### src/rtl/core/bll_pkg.sv
package bll_pkg;

   localparam int CAPACITY_DEFAULT   = 64;
   localparam int VALUE_BITS_DEFAULT = 32;

   localparam int COMMAND_BITS = 3;
   localparam int DATA_BITS    = 32;
   localparam int POS_BITS     = 7;
   localparam int STATUS_BITS  = 3;

   typedef logic [COMMAND_BITS-1:0]     command_type;
   typedef logic signed [DATA_BITS-1:0] data_type;
   typedef logic [POS_BITS-1:0]         position_type;
   typedef logic [STATUS_BITS-1:0]      status_type;

   localparam command_type CMD_PUSH_FRONT = 3'd0;
   localparam command_type CMD_PUSH_BACK  = 3'd1;
   localparam command_type CMD_POP_FRONT  = 3'd2;
   localparam command_type CMD_POP_BACK   = 3'd3;
   localparam command_type CMD_INSERT_AT  = 3'd4;
   localparam command_type CMD_SEARCH     = 3'd5;
   localparam command_type CMD_LENGTH     = 3'd6;

   localparam status_type ST_OK       = 3'd0;
   localparam status_type ST_EMPTY    = 3'd1;
   localparam status_type ST_FULL     = 3'd2;
   localparam status_type ST_BAD_POS  = 3'd3;
   localparam status_type ST_NOTFOUND = 3'd4;

endpackage

### src/rtl/core/bll_req_if.sv
interface bll_req_if
   import bll_pkg::*;
();
   logic         valid;
   logic         ready;
   command_type  command;
   data_type     value;
   position_type position;

   modport source (output valid, output command, output value, output position, input ready);
   modport sink   (input valid, input command, input value, input position, output ready);
endinterface

### src/rtl/core/bll_rsp_if.sv
interface bll_rsp_if
   import bll_pkg::*;
();
   logic         valid;
   logic         ready;
   status_type   status;
   position_type found_position;
   position_type length;

   modport source (output valid, output status, output found_position, output length,
                   input ready);
   modport sink   (input valid, input status, input found_position, input length,
                   output ready);
endinterface

### src/rtl/core/bounded_linked_list_engine_unit.sv
// channel   dir  handshake          payload
// req_ch    in   valid/ready        command, value, position
// rsp_ch    out  valid/ready        status, found_position, length
//
// Length, any error status and a pop of the only entry by pop back respond after decide.
// Push front, pop front and a push back onto an empty list add an allocate or pop step.
// Search walks the links one node per cycle through the node memory read port:
// it stops at a match or at the last node. Pop back walks to the node before the tail
// and insert inside the list to the node before position; both, and push back, then link.
// Reset (synchronous) empties the list; node memory is not cleared.
// A result waiting on rsp_ch holds only the final step; req_ch is ready in idle.
module bounded_linked_list_engine_unit
   import bll_pkg::*;
#(
   parameter int CAPACITY   = CAPACITY_DEFAULT,
   parameter int VALUE_BITS = VALUE_BITS_DEFAULT
) (
   input  logic       clock,
   input  logic       reset,
   bll_req_if.sink    req_ch,
   bll_rsp_if.source  rsp_ch
);

   localparam int IW = (CAPACITY > 1) ? $clog2(CAPACITY) : 1;
   localparam int CW = $clog2(CAPACITY + 1);
   localparam int SW = (VALUE_BITS < DATA_BITS) ? VALUE_BITS : DATA_BITS;
   localparam int MW = (CW > POS_BITS) ? CW : POS_BITS;

   localparam logic [2:0] S_IDLE   = 3'd0;
   localparam logic [2:0] S_DECIDE = 3'd1;
   localparam logic [2:0] S_ALLOC  = 3'd2;
   localparam logic [2:0] S_WALK   = 3'd3;
   localparam logic [2:0] S_POPF   = 3'd4;
   localparam logic [2:0] S_LINK   = 3'd5;
   localparam logic [2:0] S_RESP   = 3'd6;

   logic [2:0]    state_ff, state_in;
   logic [IW-1:0] head_ff, head_in;
   logic [IW-1:0] tail_ff, tail_in;
   logic [CW-1:0] len_ff, len_in;
   logic [CW-1:0] fresh_ff, fresh_in;
   logic [IW-1:0] rhead_ff, rhead_in;
   logic [CW-1:0] rcnt_ff, rcnt_in;
   logic          rsp_valid_ff, rsp_valid_in;

   command_type   cmd_ff, cmd_in;
   logic [SW-1:0] val_ff, val_in;
   position_type  pos_ff, pos_in;
   logic [IW-1:0] cur_ff, cur_in;
   logic [IW-1:0] node_ff, node_in;
   logic [IW-1:0] lnk_ff, lnk_in;
   logic [CW-1:0] k_ff, k_in;
   logic [CW-1:0] target_ff, target_in;
   status_type    status_ff, status_in;
   position_type  found_ff, found_in;
   status_type    rsp_status_ff, rsp_status_in;
   position_type  rsp_found_ff, rsp_found_in;
   position_type  rsp_length_ff, rsp_length_in;

   logic          wr_val_en, wr_link_en;
   logic [IW-1:0] wr_addr, wr_link, rd_addr, rd_link;
   logic [SW-1:0] rd_val;

   logic          full, is_front, is_back, rsp_load, walk_end;
   logic [IW-1:0] alloc_node;

   bll_ram #(.DEPTH(CAPACITY), .WIDTH(SW), .ADDR_BITS(IW)) u_values (
      .clock   (clock),
      .wr_en   (wr_val_en),
      .wr_addr (wr_addr),
      .wr_data (val_ff),
      .rd_addr (rd_addr),
      .rd_data (rd_val)
   );

   bll_ram #(.DEPTH(CAPACITY), .WIDTH(IW), .ADDR_BITS(IW)) u_links (
      .clock   (clock),
      .wr_en   (wr_link_en),
      .wr_addr (wr_addr),
      .wr_data (wr_link),
      .rd_addr (rd_addr),
      .rd_data (rd_link)
   );

   assign full       = (len_ff == CW'(CAPACITY));
   assign is_front   = (cmd_ff == CMD_PUSH_FRONT) ||
                       ((cmd_ff == CMD_INSERT_AT) && (pos_ff == '0));
   assign is_back    = (cmd_ff == CMD_PUSH_BACK) ||
                       ((cmd_ff == CMD_INSERT_AT) && (MW'(pos_ff) == MW'(len_ff)));
   assign alloc_node = (rcnt_ff != '0) ? rhead_ff : IW'(fresh_ff);
   assign walk_end   = (k_ff == target_ff);
   assign rsp_load   = (state_ff == S_RESP) && (!rsp_valid_ff || rsp_ch.ready);

   assign req_ch.ready          = (state_ff == S_IDLE);
   assign rsp_ch.valid          = rsp_valid_ff;
   assign rsp_ch.status         = rsp_status_ff;
   assign rsp_ch.found_position = rsp_found_ff;
   assign rsp_ch.length         = rsp_length_ff;

   always_comb begin
      state_in      = state_ff;
      head_in       = head_ff;
      tail_in       = tail_ff;
      len_in        = len_ff;
      fresh_in      = fresh_ff;
      rhead_in      = rhead_ff;
      rcnt_in       = rcnt_ff;
      cmd_in        = cmd_ff;
      val_in        = val_ff;
      pos_in        = pos_ff;
      cur_in        = cur_ff;
      node_in       = node_ff;
      lnk_in        = lnk_ff;
      k_in          = k_ff;
      target_in     = target_ff;
      status_in     = status_ff;
      found_in      = found_ff;
      wr_val_en     = 1'b0;
      wr_link_en    = 1'b0;
      wr_addr       = node_ff;
      wr_link       = '0;
      rd_addr       = head_ff;
      rsp_status_in = rsp_status_ff;
      rsp_found_in  = rsp_found_ff;
      rsp_length_in = rsp_length_ff;
      rsp_valid_in  = rsp_load ? 1'b1 : (rsp_ch.ready ? 1'b0 : rsp_valid_ff);

      case (state_ff)
         S_IDLE: begin
            if (req_ch.valid) begin
               cmd_in    = req_ch.command;
               val_in    = req_ch.value[SW-1:0];
               pos_in    = req_ch.position;
               status_in = ST_OK;
               found_in  = '0;
               state_in  = S_DECIDE;
            end
         end
         S_DECIDE: begin
            state_in = S_RESP;
            case (cmd_ff)
               CMD_PUSH_FRONT, CMD_PUSH_BACK: begin
                  if (full) begin
                     status_in = ST_FULL;
                  end else begin
                     rd_addr  = rhead_ff;
                     state_in = S_ALLOC;
                  end
               end
               CMD_INSERT_AT: begin
                  if (MW'(pos_ff) > MW'(len_ff)) begin
                     status_in = ST_BAD_POS;
                  end else if (full) begin
                     status_in = ST_FULL;
                  end else begin
                     rd_addr  = rhead_ff;
                     state_in = S_ALLOC;
                  end
               end
               CMD_POP_FRONT: begin
                  if (len_ff == '0) begin
                     status_in = ST_EMPTY;
                  end else begin
                     state_in = S_POPF;
                  end
               end
               CMD_POP_BACK: begin
                  if (len_ff == '0) begin
                     status_in = ST_EMPTY;
                  end else if (len_ff == CW'(1)) begin
                     wr_link_en = 1'b1;
                     wr_addr    = tail_ff;
                     wr_link    = rhead_ff;
                     rhead_in   = tail_ff;
                     rcnt_in    = rcnt_ff + CW'(1);
                     head_in    = '0;
                     tail_in    = '0;
                     len_in     = '0;
                  end else begin
                     cur_in    = head_ff;
                     k_in      = '0;
                     target_in = len_ff - CW'(2);
                     state_in  = S_WALK;
                  end
               end
               CMD_SEARCH: begin
                  if (len_ff == '0) begin
                     status_in = ST_NOTFOUND;
                  end else begin
                     cur_in    = head_ff;
                     k_in      = '0;
                     target_in = len_ff - CW'(1);
                     state_in  = S_WALK;
                  end
               end
               default: begin
               end
            endcase
         end
         S_ALLOC: begin
            node_in = alloc_node;
            if (rcnt_ff != '0) begin
               rhead_in = rd_link;
               rcnt_in  = rcnt_ff - CW'(1);
            end else begin
               fresh_in = fresh_ff + CW'(1);
            end
            if (is_front) begin
               wr_val_en  = 1'b1;
               wr_link_en = 1'b1;
               wr_addr    = alloc_node;
               wr_link    = (len_ff == '0) ? '0 : head_ff;
               head_in    = alloc_node;
               if (len_ff == '0) begin
                  tail_in = alloc_node;
               end
               len_in   = len_ff + CW'(1);
               state_in = S_RESP;
            end else if (is_back) begin
               wr_val_en  = 1'b1;
               wr_link_en = 1'b1;
               wr_addr    = alloc_node;
               tail_in    = alloc_node;
               len_in     = len_ff + CW'(1);
               if (len_ff == '0) begin
                  head_in  = alloc_node;
                  state_in = S_RESP;
               end else begin
                  cur_in   = tail_ff;
                  lnk_in   = alloc_node;
                  state_in = S_LINK;
               end
            end else begin
               cur_in    = head_ff;
               k_in      = '0;
               target_in = CW'(MW'(pos_ff) - MW'(1));
               state_in  = S_WALK;
            end
         end
         S_WALK: begin
            if (cmd_ff == CMD_SEARCH) begin
               if (rd_val == val_ff) begin
                  found_in = POS_BITS'(k_ff + CW'(1));
                  state_in = S_RESP;
               end else if (walk_end) begin
                  status_in = ST_NOTFOUND;
                  state_in  = S_RESP;
               end
            end else if (walk_end) begin
               state_in = S_LINK;
               if (cmd_ff == CMD_INSERT_AT) begin
                  wr_val_en  = 1'b1;
                  wr_link_en = 1'b1;
                  wr_addr    = node_ff;
                  wr_link    = rd_link;
                  lnk_in     = node_ff;
                  len_in     = len_ff + CW'(1);
               end else begin
                  wr_link_en = 1'b1;
                  wr_addr    = tail_ff;
                  wr_link    = rhead_ff;
                  rhead_in   = tail_ff;
                  rcnt_in    = rcnt_ff + CW'(1);
                  tail_in    = cur_ff;
                  lnk_in     = '0;
                  len_in     = len_ff - CW'(1);
               end
            end
            if (!walk_end) begin
               rd_addr = rd_link;
               cur_in  = rd_link;
               k_in    = k_ff + CW'(1);
            end
         end
         S_POPF: begin
            wr_link_en = 1'b1;
            wr_addr    = head_ff;
            wr_link    = rhead_ff;
            rhead_in   = head_ff;
            rcnt_in    = rcnt_ff + CW'(1);
            len_in     = len_ff - CW'(1);
            if (len_ff == CW'(1)) begin
               head_in = '0;
               tail_in = '0;
            end else begin
               head_in = rd_link;
            end
            state_in = S_RESP;
         end
         S_LINK: begin
            wr_link_en = 1'b1;
            wr_addr    = cur_ff;
            wr_link    = lnk_ff;
            state_in   = S_RESP;
         end
         S_RESP: begin
            if (rsp_load) begin
               rsp_status_in = status_ff;
               rsp_found_in  = found_ff;
               rsp_length_in = POS_BITS'(len_ff);
               state_in      = S_IDLE;
            end
         end
         default: begin
            state_in = S_IDLE;
         end
      endcase
   end

   always_ff @(posedge clock) begin
      if (reset) begin
         state_ff     <= S_IDLE;
         head_ff      <= '0;
         tail_ff      <= '0;
         len_ff       <= '0;
         fresh_ff     <= '0;
         rhead_ff     <= '0;
         rcnt_ff      <= '0;
         rsp_valid_ff <= 1'b0;
      end else begin
         state_ff     <= state_in;
         head_ff      <= head_in;
         tail_ff      <= tail_in;
         len_ff       <= len_in;
         fresh_ff     <= fresh_in;
         rhead_ff     <= rhead_in;
         rcnt_ff      <= rcnt_in;
         rsp_valid_ff <= rsp_valid_in;
      end
   end

   always_ff @(posedge clock) begin
      cmd_ff        <= cmd_in;
      val_ff        <= val_in;
      pos_ff        <= pos_in;
      cur_ff        <= cur_in;
      node_ff       <= node_in;
      lnk_ff        <= lnk_in;
      k_ff          <= k_in;
      target_ff     <= target_in;
      status_ff     <= status_in;
      found_ff      <= found_in;
      rsp_status_ff <= rsp_status_in;
      rsp_found_ff  <= rsp_found_in;
      rsp_length_ff <= rsp_length_in;
   end

   a_pool_balance: assert property (@(posedge clock) disable iff (reset)
      (state_ff == S_IDLE) |-> (fresh_ff == len_ff + rcnt_ff))
      else $error("node pool count mismatch");

   a_walk_bound: assert property (@(posedge clock) disable iff (reset)
      (state_ff == S_WALK) |-> (k_ff <= target_ff))
      else $error("walk ran past its target");

   a_empty_ptrs: assert property (@(posedge clock) disable iff (reset)
      ((state_ff == S_IDLE) && (len_ff == '0)) |-> ((head_ff == '0) && (tail_ff == '0)))
      else $error("empty list with stale head or tail");

   a_busy_after_transfer: assert property (@(posedge clock) disable iff (reset)
      (req_ch.valid && req_ch.ready) |=> !req_ch.ready)
      else $error("request taken while a command is in progress");

endmodule

### src/rtl/core/bll_ram.sv
module bll_ram
   import bll_pkg::*;
#(
   parameter int DEPTH     = CAPACITY_DEFAULT,
   parameter int WIDTH     = VALUE_BITS_DEFAULT,
   parameter int ADDR_BITS = $clog2(CAPACITY_DEFAULT)
) (
   input  logic                 clock,
   input  logic                 wr_en,
   input  logic [ADDR_BITS-1:0] wr_addr,
   input  logic [WIDTH-1:0]     wr_data,
   input  logic [ADDR_BITS-1:0] rd_addr,
   output logic [WIDTH-1:0]     rd_data
);

   logic [WIDTH-1:0] mem [DEPTH];
   logic [WIDTH-1:0] rd_data_ff;

   always_ff @(posedge clock) begin
      if (wr_en) begin
         mem[wr_addr] <= wr_data;
      end
   end

   always_ff @(posedge clock) begin
      rd_data_ff <= mem[rd_addr];
   end

   assign rd_data = rd_data_ff;

endmodule

### src/flat_wrapper.sv
// flat-port wrapper written by rule: the top's interface ports become plain ports
module bounded_linked_list_engine_unit_flat import bll_pkg::*;
#(
   parameter int CAPACITY   = CAPACITY_DEFAULT,
   parameter int VALUE_BITS = VALUE_BITS_DEFAULT
)
  (clock, reset, req_ch_valid, req_ch_command, req_ch_value, req_ch_position, req_ch_ready, rsp_ch_valid, rsp_ch_status, rsp_ch_found_position, rsp_ch_length, rsp_ch_ready);
  bll_req_if req_ch_i ();
  bll_rsp_if rsp_ch_i ();
  input  logic clock;
  input  logic reset;
  input wire logic [$bits(req_ch_i.valid)-1:0] req_ch_valid;
  input wire logic [$bits(req_ch_i.command)-1:0] req_ch_command;
  input wire logic [$bits(req_ch_i.value)-1:0] req_ch_value;
  input wire logic [$bits(req_ch_i.position)-1:0] req_ch_position;
  output wire logic [$bits(req_ch_i.ready)-1:0] req_ch_ready;
  output wire logic [$bits(rsp_ch_i.valid)-1:0] rsp_ch_valid;
  output wire logic [$bits(rsp_ch_i.status)-1:0] rsp_ch_status;
  output wire logic [$bits(rsp_ch_i.found_position)-1:0] rsp_ch_found_position;
  output wire logic [$bits(rsp_ch_i.length)-1:0] rsp_ch_length;
  input wire logic [$bits(rsp_ch_i.ready)-1:0] rsp_ch_ready;
  assign req_ch_i.valid = req_ch_valid;
  assign req_ch_i.command = req_ch_command;
  assign req_ch_i.value = req_ch_value;
  assign req_ch_i.position = req_ch_position;
  assign req_ch_ready = req_ch_i.ready;
  assign rsp_ch_valid = rsp_ch_i.valid;
  assign rsp_ch_status = rsp_ch_i.status;
  assign rsp_ch_found_position = rsp_ch_i.found_position;
  assign rsp_ch_length = rsp_ch_i.length;
  assign rsp_ch_i.ready = rsp_ch_ready;
  bounded_linked_list_engine_unit #(.CAPACITY(CAPACITY), .VALUE_BITS(VALUE_BITS)) u_core (.clock(clock), .reset(reset), .req_ch(req_ch_i), .rsp_ch(rsp_ch_i));
endmodule
### config.mk
export PLATFORM = sky130hd
export DESIGN_NAME = bounded_linked_list_engine_unit_flat
export DESIGN_NICKNAME = d
export VERILOG_FILES = /design/src/rtl/core/bll_pkg.sv /design/src/rtl/core/bll_req_if.sv /design/src/rtl/core/bll_rsp_if.sv /design/src/rtl/core/bounded_linked_list_engine_unit.sv /design/src/rtl/core/bll_ram.sv /design/src/flat_wrapper.sv
export SDC_FILE = /design/constraint.sdc
export NUM_CORES = 2
export LEC_CHECK = 0
export ABC_CLOCK_PERIOD_IN_PS = 6500
export BUFFER_PORTS_ARGS = -buffer_cell sky130_fd_sc_hd__clkbuf_2
export CORE_MARGIN = 4
export CORE_UTILIZATION = 55
export DETAILED_ROUTE_END_ITERATION = 10
export GPL_TIMING_DRIVEN = 1
export PLACE_DENSITY = 0.73
export SLEW_MARGIN = 10
export SYNTH_ARGS = -nofsm -noshare
export SYNTH_HDL_FRONTEND = slang
export SYNTH_SLANG_ARGS = --single-unit
### constraint.sdc
create_clock -name clock -period 6.5 [get_ports clock]
set_input_delay 1.3 -clock clock [delete_from_list [all_inputs] [get_ports clock]]
set_output_delay 1.3 -clock clock [all_outputs]
set_load 0.005 [all_outputs]
==> out/results.txt <==
setup TNS: 0 ns
Post-Route Skew: 0.0730 ns
Detailed Routing Iterations Pass 1: 7
Cell Pwr Density: 507 nW/um2
required time worst endpoint: 7.33 ns
Post-synth EDFFs: 2533
Crit path largest cell delay: 0.92 ns
first-pass GRT wire length: 444000 um
sequential area share after synthesis: 73.4%
Setup CP Type: reg2reg
largest net degree at the start of global routing: 119
# Max-Cap Violations: 0
status: finished clean
CP Data Arrival Time: 6.51 ns
initial antenna violation count: 32
Die Width: 447 um
worst hold slack: 0.470 ns
Post-DP Area: 110000 um2
Mapped Cells: 7648
Via density: 6.59
GRT Total Usage: 30.3%
non-filler instance count after layout: 10400
Remaining Overflow, GRT: 0
DRT antenna net count: 0
most common cell in the netlist: edfxtp_1
Adder-Cell Fraction of Synth Area: 0.279%
Initial Utilization: 55.5%
largest family of logic cells by synthesized area: simple AND/OR/NAND/NOR gates
Synth Cell Area: 106000 um2
I/O Buffers: 64
cell family with most CP delay: simple AND/OR/NAND/NOR gates
area leader, netlist: edfxtp_1
crit-path max FO: 25
CTS H-tree depth: 5
Fmax achieved: 0.176 GHz
RSZ-0062 raised after global routing: no
CTS max path bufs: 4
drt total wl: 307000 um
Primary FF master, synth: edfxtp_1
Final min period: 5.68 ns
Synth Area in XOR/XNOR: 0.538%
Post-CTS Setup Bufs: 0
Leakage: 40.0 nW
cts hold-fix bufs: 0
synthesized area per cell: 13.8 um2
clock transition at the registers of the reported paths: 0.06 ns
CTS tree: yes
max-slew violations: 0
post-CTS sizing: 0
mux contribution to synthesized area: 4.55%
vias in the first global route: 65400
Sink Count: 2613
Initial DRC Count: 11600
final worst slack: 0.823 ns
Rows: 160
Vias: 68800
placed cell count: 9967
worst slew pin tran: 1.28 ns
top cells by count, synth: 2533 x edfxtp_1, 1589 x nand2_1, 626 x nand3_1
post-synth top area share: 71.9%
I/O pin cnt: 65
die area: 199000 um2
Worst-Skew Late Latency: 0.95 ns
critical path, cell by cell: inv_1 -> ha_1 -> nand4_1 -> o31a_1 -> o21a_2 -> nor2_1 -> mux2i_1 -> o21a_1 -> nand3_2 -> buf_4 -> o22ai_1 -> or4_1
Synth area leaders: edfxtp_1 72%, nand2_1 5.6%, mux2i_1 4.5%
Layout area overhead: 11.8%
Syn Nets: 7717
VDD IR max: 0.000575 V
Cell variety after synth: 79
Hold Violations, Final: 0
dpl ws: 1.19 ns
Final Instance Area: 118000 um2
Worst Setup Start Kind: flip-flop
Yosys warnings: 0
Setup violations, final: 0
CTS Buf Count: 276
Synth Register Bits: 2613
Critical Path Sink Type: flip-flop
crit share post-route: 87.3%
critical path's slowest cell: nand3_2
Tightest Hold Check Type: reg2reg
ys async rst share: 0%
core area: 191000 um2
DIE HEIGHT: 447 um
WL/cell: 29.4 um
drc violations: 0
crit path buf inv count: 2
fin nets: 7803
compound-gate portion of the synthesized area: 7.76%
Root Buffer: clkbuf_16
Routability Congestion: 0.966
DP Wirelength: 173000 um
Synth Area in Simple Gates: 10.5%
Worst slew margin: 15.0%
fraction of layout cells with a size suffix above 1: 10.2%
==> worst register-to-register path: stages (launching register included) <==
cell     delay, ns
dfxtp_1       0.57
inv_1         0.19
ha_1          0.35
nand4_1       0.17
o31a_1        0.34
o21a_2        0.19
nor2_1        0.52
mux2i_1       0.31
o21a_1        0.39
nand3_2       0.92
buf_4         0.61
o22ai_1       0.84
or4_1         0.24
==> where the power goes <==
group	leakage [nW]	switching, mW	total (mW)	internal (mW)
Combinational	12.0	17.5	24.7	7.17
Clock	4.04	6.20	14.7	8.49
Sequential	24.0	0.504	20.5	20.0
Total	40.0	24.2	59.9	35.6
==> stage by stage <==
stage,utilization (%),power [mW]
after CTS,62.0,59.3
after detailed placement,57.7,44.7
after global routing,62.0,61.8
after global placement,57.7,44.4
after floorplan,-,35.0
final,62.0,59.9
==> cells in the final DEF (no fill, tap or decap), drive strengths merged, types with 39 or more instances in the layout <==
| cell | n |
|---|---|
| or4 | 39 |
| a32oi | 152 |
| xnor2 | 52 |
| a211oi | 166 |
| nand2 | 1589 |
| clkbuf | 413 |
| edfxtp | 2533 |
| mux2i | 474 |
| o21ai | 59 |
| buf | 289 |
| a31oi | 307 |
| nor3 | 64 |
| nor2 | 195 |
| inv | 180 |
| clkinv | 95 |
| nand3 | 626 |
| a311oi | 150 |
| dfxtp | 80 |
| o22ai | 164 |
| a21oi | 69 |
==> per-layer routing <==
metal  track usage, %  vias up  wire length, um
met2             45.7     4797           137000
met4             15.6       14            18000
li1                 -    29200                -
met1             40.1    33900           111000
met3             9.20      912            41100
met5                0        -               93
==> logic make-up after synthesis <==
logic type,count (synthesis)
AND/OR/NAND/NOR,2600
flip-flops,2613
adder cells (fa/ha/maj),23
buffers and inverters,720
multiplexers,477
XOR/XNOR,65
AO/OA/AOI/OAI,1150
==> layout make-up <==
type                            instances  area (um2)
Antenna cell                           10        25.0
Timing Repair Buffer                  353        3020
Multi-Input combinational cell       4315       25500
Sequential cell                      2613       77700
Clock inverter                        117         885
Fill cell                           13600       72400
Clock buffer                          349        7360
Tap cell                             2511        3140
Inverter                              175         657
==> path summary, 6_finish.rpt <==
check,startpoint,end,slack [ns],cells past startpoint
hold / removal,u_core.status_ff[1],u_core.rsp_ch.status[1],0.47,0
setup reg to reg,u_core.len_ff[4],u_core.u_values.rd_data[29],0.82,12
hold reg to reg,u_core.status_ff[1],u_core.rsp_ch.status[1],0.47,0
setup / recovery,u_core.len_ff[4],u_core.u_values.rd_data[29],0.82,12
==> sequential cells by signal (all words and copies together) (netlist names), 7 cells and up <==
register,count
u_core.pos_ff,7
u_core.found_ff,7
u_core.u_values.mem,2048
u_core.u_links.mem,384
u_core.u_values.rd_data,32
u_core.target_ff,7
u_core.rcnt_ff,7
u_core.k_ff,7
u_core.rsp_ch.found_position,7
u_core.val_ff,32
u_core.len_ff,7
u_core.rsp_ch.length,7
No activity file was read; power rests on OpenSTA's default activity.
